$ cat src/hw/rtl/cdsd_pkg.sv
// cdsd_pkg: types, constants and calendar helper functions for the
// gregorian date minus days block; no dependencies
package cdsd_pkg;

	// field widths
	localparam int DAY_W   = 5;
	localparam int MONTH_W = 4;
	localparam int YEAR_W  = 14;
	localparam int COUNT_W = 15;
	localparam int STAT_W  = 2;
	localparam int REM_W   = 9;

	// calendar constants
	localparam logic [YEAR_W-1:0]  YEAR_MAX   = 14'd9999;
	localparam logic [YEAR_W-1:0]  YEAR_CYCLE = 14'd400;
	localparam logic [REM_W-1:0]   REM_LAST   = 9'd399;
	localparam logic [REM_W-1:0]   REM_C100   = 9'd100;
	localparam logic [REM_W-1:0]   REM_C200   = 9'd200;
	localparam logic [REM_W-1:0]   REM_C300   = 9'd300;
	localparam logic [MONTH_W-1:0] MONTH_JAN  = 4'd1;
	localparam logic [MONTH_W-1:0] MONTH_FEB  = 4'd2;
	localparam logic [MONTH_W-1:0] MONTH_APR  = 4'd4;
	localparam logic [MONTH_W-1:0] MONTH_JUN  = 4'd6;
	localparam logic [MONTH_W-1:0] MONTH_SEP  = 4'd9;
	localparam logic [MONTH_W-1:0] MONTH_NOV  = 4'd11;
	localparam logic [MONTH_W-1:0] MONTH_DEC  = 4'd12;
	localparam logic [DAY_W-1:0]   DAYS_28    = 5'd28;
	localparam logic [DAY_W-1:0]   DAYS_29    = 5'd29;
	localparam logic [DAY_W-1:0]   DAYS_30    = 5'd30;
	localparam logic [DAY_W-1:0]   DAYS_31    = 5'd31;

	// status codes
	localparam logic [STAT_W-1:0] STAT_OK        = 2'd0;
	localparam logic [STAT_W-1:0] STAT_BAD_DATE  = 2'd1;
	localparam logic [STAT_W-1:0] STAT_UNDERFLOW = 2'd2;

	// sequencer states, one-hot
	typedef enum logic [4:0] {
		ST_IDLE  = 5'b00001,
		ST_MOD   = 5'b00010,
		ST_CHECK = 5'b00100,
		ST_STEP  = 5'b01000,
		ST_DONE  = 5'b10000
	} state_t;

	// request to the year remainder unit
	typedef struct packed {
		logic              start;
		logic [YEAR_W-1:0] year;
	} yrmod_req_t;

	// answer of the year remainder unit
	typedef struct packed {
		logic             busy;
		logic             done;
		logic [REM_W-1:0] rem;
	} yrmod_rsp_t;

	// leap year from the year modulo 400
	function automatic logic leap_of(input logic [REM_W-1:0] r);
		return (r == '0) ||
			(r != REM_C100 && r != REM_C200 && r != REM_C300 && r[1:0] == 2'b00);
	endfunction

	// days in a month, months outside the calendar give 31
	function automatic logic [DAY_W-1:0] month_len(input logic [MONTH_W-1:0] m,
		input logic leap);
		logic [DAY_W-1:0] len;
		len = DAYS_31;
		unique case (m)
			MONTH_FEB: len = leap ? DAYS_29 : DAYS_28;
			MONTH_APR, MONTH_JUN, MONTH_SEP, MONTH_NOV: len = DAYS_30;
			default: len = DAYS_31;
		endcase
		return len;
	endfunction

endpackage

$ cat src/hw/rtl/cdsd_yrmod.sv
// cdsd_yrmod: year modulo 400 by repeated subtraction, one step a cycle
// depends on cdsd_pkg
module cdsd_yrmod (
	input  logic                clk,
	input  logic                arst_n,
	input  cdsd_pkg::yrmod_req_t req,
	output cdsd_pkg::yrmod_rsp_t rsp
);

	logic [cdsd_pkg::YEAR_W-1:0] rem_q;
	logic                        busy_q;
	logic                        below;

	assign below = rem_q < cdsd_pkg::YEAR_CYCLE;

	// busy flag
	always_ff @(posedge clk or negedge arst_n) begin
		if (!arst_n) begin
			busy_q <= 1'b0;
		end else if (req.start) begin
			busy_q <= 1'b1;
		end else if (busy_q && below) begin
			busy_q <= 1'b0;
		end
	end

	// remainder register, one subtraction a cycle
	always_ff @(posedge clk) begin
		if (req.start) begin
			rem_q <= req.year;
		end else if (busy_q && !below) begin
			rem_q <= rem_q - cdsd_pkg::YEAR_CYCLE;
		end
	end

	assign rsp.busy = busy_q;
	assign rsp.done = busy_q && below;
	assign rsp.rem  = rem_q[cdsd_pkg::REM_W-1:0];

endmodule

$ cat src/hw/rtl/calendar_date_subtract_days_unit.sv
// calendar_date_subtract_days_unit: top level, sequencer and date counters
// depends on cdsd_pkg and cdsd_yrmod
//
// Usage: one input word carries a start date (day, month, year) and a day
// count; one output word carries the date that many days earlier plus a
// status (ok, invalid start date, year underflow saturated at 1/1/0).
// Both channels use valid and stall; a word moves on a clock edge with
// valid high and stall low.
// Operation: after a word is taken the unit first reduces the year modulo
// 400 by repeated subtraction, checks the date, then walks back one day
// per cycle through the date counters; a zero count or an invalid date
// skips the walk.
// The unit takes one word at a time:
// in_stall stays high from acceptance until the result has been taken.
// The day walk is the limit, one calendar day per clock.
// Reset: arst_n clears the sequencer; the unit comes up idle and ready.
// A stalled result stays on the output ports unchanged until taken.
module calendar_date_subtract_days_unit (
	input  logic                          clk,
	input  logic                          arst_n,
	input  logic                          in_valid,
	output logic                          in_stall,
	input  logic [cdsd_pkg::DAY_W-1:0]    start_day,
	input  logic [cdsd_pkg::MONTH_W-1:0]  start_month,
	input  logic [cdsd_pkg::YEAR_W-1:0]   start_year,
	input  logic [cdsd_pkg::COUNT_W-1:0]  days_back,
	output logic                          out_valid,
	input  logic                          out_stall,
	output logic [cdsd_pkg::DAY_W-1:0]    result_day,
	output logic [cdsd_pkg::MONTH_W-1:0]  result_month,
	output logic [cdsd_pkg::YEAR_W-1:0]   result_year,
	output logic [cdsd_pkg::STAT_W-1:0]   status
);

	cdsd_pkg::state_t               state_q;
	logic [cdsd_pkg::DAY_W-1:0]     d_q;
	logic [cdsd_pkg::MONTH_W-1:0]   m_q;
	logic [cdsd_pkg::YEAR_W-1:0]    y_q;
	logic [cdsd_pkg::COUNT_W-1:0]   n_q;
	logic [cdsd_pkg::REM_W-1:0]     r400_q;
	logic [cdsd_pkg::STAT_W-1:0]    st_q;
	cdsd_pkg::yrmod_req_t           ymreq;
	cdsd_pkg::yrmod_rsp_t           ymrsp;
	logic                           accept;
	logic                           leap;
	logic                           bad_date;
	logic [cdsd_pkg::MONTH_W-1:0]   m_prev;

	assign accept   = in_valid && !in_stall;
	assign in_stall = state_q != cdsd_pkg::ST_IDLE;
	assign leap     = cdsd_pkg::leap_of(r400_q);
	assign m_prev   = m_q - cdsd_pkg::MONTH_JAN;

	// start date check
	assign bad_date = (m_q < cdsd_pkg::MONTH_JAN) || (m_q > cdsd_pkg::MONTH_DEC) ||
		(y_q > cdsd_pkg::YEAR_MAX) || (d_q == '0) ||
		(d_q > cdsd_pkg::month_len(m_q, leap));

	// year remainder unit
	assign ymreq.start = accept;
	assign ymreq.year  = start_year;

	cdsd_yrmod u_yrmod (
		.clk    (clk),
		.arst_n (arst_n),
		.req    (ymreq),
		.rsp    (ymrsp)
	);

	// sequencer
	always_ff @(posedge clk or negedge arst_n) begin
		if (!arst_n) begin
			state_q <= cdsd_pkg::ST_IDLE;
		end else begin
			unique case (state_q)
				cdsd_pkg::ST_IDLE: begin
					if (accept) state_q <= cdsd_pkg::ST_MOD;
				end
				cdsd_pkg::ST_MOD: begin
					if (ymrsp.done) state_q <= cdsd_pkg::ST_CHECK;
				end
				cdsd_pkg::ST_CHECK: begin
					state_q <= (bad_date || n_q == '0) ? cdsd_pkg::ST_DONE
						: cdsd_pkg::ST_STEP;
				end
				cdsd_pkg::ST_STEP: begin
					if (n_q == '0 || (d_q == 5'd1 && m_q == cdsd_pkg::MONTH_JAN &&
						y_q == '0)) begin
						state_q <= cdsd_pkg::ST_DONE;
					end
				end
				cdsd_pkg::ST_DONE: begin
					if (!out_stall) state_q <= cdsd_pkg::ST_IDLE;
				end
				default: state_q <= cdsd_pkg::ST_IDLE;
			endcase
		end
	end

	// date counters, one day back per cycle
	always_ff @(posedge clk) begin
		unique case (state_q)
			cdsd_pkg::ST_IDLE: begin
				if (accept) begin
					d_q  <= start_day;
					m_q  <= start_month;
					y_q  <= start_year;
					n_q  <= days_back;
					st_q <= cdsd_pkg::STAT_OK;
				end
			end
			cdsd_pkg::ST_MOD: begin
				if (ymrsp.done) r400_q <= ymrsp.rem;
			end
			cdsd_pkg::ST_CHECK: begin
				if (bad_date) st_q <= cdsd_pkg::STAT_BAD_DATE;
			end
			cdsd_pkg::ST_STEP: begin
				if (n_q != '0) begin
					n_q <= n_q - 1'b1;
					if (d_q > 5'd1) begin
						d_q <= d_q - 1'b1;
					end else if (m_q > cdsd_pkg::MONTH_JAN) begin
						m_q <= m_prev;
						d_q <= cdsd_pkg::month_len(m_prev, leap);
					end else if (y_q != '0) begin
						y_q    <= y_q - 1'b1;
						m_q    <= cdsd_pkg::MONTH_DEC;
						d_q    <= cdsd_pkg::DAYS_31;
						r400_q <= (r400_q == '0) ? cdsd_pkg::REM_LAST : r400_q - 1'b1;
					end else begin
						st_q <= cdsd_pkg::STAT_UNDERFLOW;
					end
				end
			end
			default: begin
			end
		endcase
	end

	// result word straight from the counters
	assign out_valid    = state_q == cdsd_pkg::ST_DONE;
	assign result_day   = d_q;
	assign result_month = m_q;
	assign result_year  = y_q;
	assign status       = st_q;

	// no new word while a result waits
	a_busy_when_result: assert property (@(posedge clk) disable iff (!arst_n)
		out_valid |-> in_stall)
		else $error("input taken while a result is pending");

	// walk ends once the count is spent
	a_walk_ends: assert property (@(posedge clk) disable iff (!arst_n)
		(state_q == cdsd_pkg::ST_STEP && n_q == '0) |=> out_valid)
		else $error("day walk did not finish at zero count");

	// walk keeps a real date
	a_walk_date: assert property (@(posedge clk) disable iff (!arst_n)
		state_q == cdsd_pkg::ST_STEP |-> (d_q != '0 && m_q != '0 &&
			m_q <= cdsd_pkg::MONTH_DEC))
		else $error("date counters left the calendar");

	// remainder unit runs only while the sequencer waits for it
	a_mod_busy: assert property (@(posedge clk) disable iff (!arst_n)
		state_q == cdsd_pkg::ST_MOD |-> ymrsp.busy)
		else $error("year remainder unit idle during reduction");

endmodule
$ cat config.mk
export PLATFORM = sky130hd
export DESIGN_NAME = calendar_date_subtract_days_unit
export DESIGN_NICKNAME = d
export VERILOG_FILES = /design/src/hw/rtl/cdsd_pkg.sv /design/src/hw/rtl/cdsd_yrmod.sv /design/src/hw/rtl/calendar_date_subtract_days_unit.sv
export SDC_FILE = /design/constraint.sdc
export NUM_CORES = 1
export LEC_CHECK = 0
export BUFFER_PORTS_ARGS = -buffer_cell sky130_fd_sc_hd__buf_2
export CAP_MARGIN = 20
export CORE_ASPECT_RATIO = 1.2
export CORE_UTILIZATION = 35
export CTS_BUF_LIST = sky130_fd_sc_hd__clkbuf_8
export CTS_CLUSTER_SIZE = 10
export DETAILED_ROUTE_END_ITERATION = 10
export GPL_ROUTABILITY_DRIVEN = 0
export PLACE_DENSITY_LB_ADDON = 0.1
export SYNTH_ARGS = -nofsm -noshare
export SYNTH_HDL_FRONTEND = slang
export SYNTH_SLANG_ARGS = --single-unit
$ cat constraint.sdc
create_clock -name clk -period 3.5 [get_ports clk]
set_input_delay 0.175 -clock clk [delete_from_list [all_inputs] [get_ports clk]]
set_output_delay 0.175 -clock clk [all_outputs]
set_load 0.1 [all_outputs]
==> impl_metrics.csv <==
group,metric,value,unit
worst_setup_path,cp_cell_sequence,"and4b_1 -> a21oi_1 -> o31ai_1 -> o21ai_0 -> a22o_1 -> ha_1 -> nand2_1 -> nand4_1 -> o211ai_1 -> or3_1 -> and3b_1",
grt,grt_max_degree,55,
floorplan,die-area,12700,sq um
timing,post-route-period-util,78.9,%
grt,antenna_found_initial,0,
logic_synthesis,synth_seq_cells,69,
power_and_ir_drop,leakage,0.00194,uW
logic_synthesis,yosysMostFrequentCell,"edfxtp_1",
floorplan,die_y,123,um
grt,grt_pass1_wl,17000,um
clock_network,cts.sinks,69,
timing,fin_crit,2.76,ns
worst_setup_path,arrival,2.88,ns
cells_and_area,nFillCells,1236,
logic_synthesis,synth_cell_types,63,
hold_path,whs_path_depth,3,
detailed_routing,drt-total-wl,10400,um
worst_setup_path,crit_path_top_delay_cell,"edfxtp_1",
worst_setup_path,reg2reg_slack,0.74,ns
placed_design,port_buffers,68,
detailed_routing,routed_via_density,5.13,
cells_and_area,nNetsFinal,562,
job,cap_violations,0,
timing,hold_viol,0,
timing,fin_skew,0.0133,ns
detailed_routing,drc_errors,0,
logic_synthesis,synth_commonest_cells,"63 x edfxtp_1, 61 x nand2_1, 47 x nor2_1",
floorplan,io_pins,69,
power_and_ir_drop,p_seq_share,40.7,%
worst_setup_path,reg2reg_depth,11,
logic_synthesis,synth_cells,436,
floorplan,floorplan.initialDensity,36.5,%
grt,grt_pass1_vias,3324,
cells_and_area,regArea,2040,sq um
power_and_ir_drop,p_comb_share,44.3,%
clock_network,cts_root_buf,"clkbuf_8",
timing,maxSlewViolCount,0,
cells_and_area,n_antenna_cell,0,
detailed_routing,drt_first_pass_iters,5,
detailed_routing,drt_iter0_drc,155,
power_and_ir_drop,swShare,47.3,%
timing,fin_tns_setup,0,ns
logic_synthesis,syn_nets,494,
clock_network,clkLatencyLatePin,0.36,ns
worst_setup_path,end_kind,"register",
timing,worst_pin_slew,0.744,ns
hold_path,worstHoldPathType,"in -> reg",
timing,finalSetupViolCount,0,
clock_network,clock_path_buffers,2,
logic_synthesis,yosysWarnings,0,
logic_synthesis,synthArstFlopShare,8.70,%
power_and_ir_drop,max-vdd-ir-drop,0.305,mV
timing,slew-limit-headroom,50.4,%
logic_synthesis,netlist_area,4280,sq um
cells_and_area,multi_input_area,2100,sq um
clock_network,htree_levels,3,
clock_network,cts_buffers,9,
worst_setup_path,max_stage_delay,0.46,ns
cells_and_area,layoutNonFillerInstCount,666,
timing,grt_setup_unrepaired,"false",
grt,gr-total-overflow,0,
cells_and_area,synthToLayoutAreaGrowth,15.3,%
worst_setup_path,worstSetupStartpointType,"register",
detailed_routing,ant_nets,0,
run_status,status,"complete, no violations",
floorplan,core,11700,sq um
clock_network,cts_tree,"yes",
detailed_routing,routedWlPerCell,15.7,um
logic_synthesis,synth_seq_area_share,47.7,%
power_and_ir_drop,power.density,781,nW/um^2
power_and_ir_drop,internal_power,2030,uW
floorplan,die_w,103,um
power_and_ir_drop,clkPwrFrac,15.0,%
timing,max_freq,0.362,GHz
floorplan,num_rows,43,
clock_network,clk_pin_slew,0.08,ns
logic_synthesis,synthFlopType,"edfxtp_1",
worst_setup_path,required,3.62,ns
grt,gr-usage-all-layers,17.9,%
placed_design,dp_hpwl,7740,um
worst_setup_path,path_max_fanout,5,
cells_and_area,drive_gt1_share,20.0,%
logic_synthesis,synth-edff-count,63,
logic_synthesis,postSynthAreaPerCell,9.82,sq um
placed_design,dpl.cell_count,649,
logic_synthesis,synthTopCellsByArea,"edfxtp_1 44%, nand2_1 5.3%, xnor2_1 5.3%, o21ai_0 4.9%, ha_1 4.7%",
detailed_routing,via_count,3415,
worst_setup_path,critPathKind,"reg -> reg",
logic_synthesis,synth_top_area_share,44.2,%
logic_synthesis,yosysTopAreaCell,"edfxtp_1",
power_and_ir_drop,switchingPower,1820,uW
## final cells by class
type	instances	share of cell area, %
Tap cell	157	3.98
Multi-Input combinational cell	335	42.5
Clock buffer	10	2.79
Sequential cell	69	41.4
Clock inverter	6	0.557
Timing Repair Buffer	72	7.55
Inverter	17	1.29
## layout by cell type, fill, tap and decap left out, drive strengths merged, types with 2 or more instances in the layout
cell | Yosys | layout
xnor2 | 26 | 26
nor2b | 3 | 3
o221ai | 2 | 2
buf | 8 | 71
o21ai | 46 | 46
edfxtp | 63 | 63
and3 | 3 | 3
or2b | 2 | 2
a21oi | 20 | 20
a31oi | 8 | 8
o31ai | 5 | 5
or2 | 2 | 2
nand4 | 7 | 7
ha | 16 | 16
nand3b | 2 | 2
nor3 | 20 | 20
a21boi | 2 | 2
nor3b | 3 | 3
and3b | 2 | 2
and2 | 5 | 5
or3 | 3 | 3
nor4 | 6 | 6
nor2 | 47 | 47
nand2b | 3 | 3
o21bai | 2 | 2
inv | 17 | 21
xor2 | 13 | 13
clkbuf | 7 | 10
nand2 | 61 | 61
dfrtp | 5 | 5
a22o | 2 | 2
nor4b | 3 | 3
nand3 | 5 | 5
## cells by family (layout without fill, tap and decap cells)
logic type,after synthesis,count (layout),share of synthesized area (%)
XOR/XNOR,39,39,7.98
AO/OA/AOI/OAI,98,98,14.1
buffers and inverters,32,105,3.30
AND/OR/NAND/NOR,182,182,22.2
flip-flops,69,69,47.7
adder cells (fa/ha/maj),16,16,4.68
## per-stage QoR
stage	hold WS (ns)	cell area, sq um	total power (uW)	setup slack (ns)	utilization [%]
finish	0.0868	4940	3850	0.738	42.1
floorplan	-0.121	4280	2930	0.486	-
global placement	0.00558	4760	3280	0.790	40.6
detailed placement	0.00400	4760	3300	0.735	40.6
global route	0.0805	4940	4110	0.497	42.1
CTS	0.0696	4940	3890	0.711	42.1
## state kept, by name (all words and copies together) (netlist names)
signal and cells:
status 2, u_yrmod.rem_q 14, result_day 5, u_yrmod.busy_q 1
state_q 5, n_q 15, result_year 14, r400_q 9
result_month 4
## power groups by stage
| stage | clock, uW | combinational (uW) | sequential, uW |
|---|---|---|---|
| final | 579 | 1710 | 1570 |
| after global routing | 621 | 1870 | 1620 |
| after CTS | 593 | 1730 | 1570 |
| after detailed placement | 0 | 1710 | 1590 |
| after global placement | 0 | 1700 | 1580 |
| after floorplan | 0 | 899 | 2030 |
## worst paths after layout
check | endpoint | start
max | status[0] | r400_q[6]
min | n_q[5] | days_back[5]
max reg2reg | status[0] | r400_q[6]
min reg2reg | u_yrmod.busy_q | u_yrmod.busy_q
max in group asynchronous | state_q[0] | arst_n
min in group asynchronous | state_q[1] | arst_n
## timing repair
action,in CTS,in global routing
hold endpoints to repair,6,0
hold buffers,1,0
gates resized for setup,0,0
endpoints found under the setup margin,0,0
setup buffers,0,0
## per-layer routing
layer	global-route usage [%]	vias to the layer above	wire length, um
li1	-	1707	-
met1	25.0	1631	4950
met2	27.8	67	5010
met3	3.39	10	380
met4	6.16	0	96
met5	0	-	0
## worst max-delay path: cells and delay by family, from the launching register on
| kind | cells | cell delay [ns] |
|---|---|---|
| AND/OR/NAND/NOR | 5 | 0.97 |
| adder cells (fa/ha/maj) | 1 | 0.27 |
| flip-flops | 1 | 0.46 |
| AO/OA/AOI/OAI | 5 | 0.81 |
(Power assumes the default switching activity.)
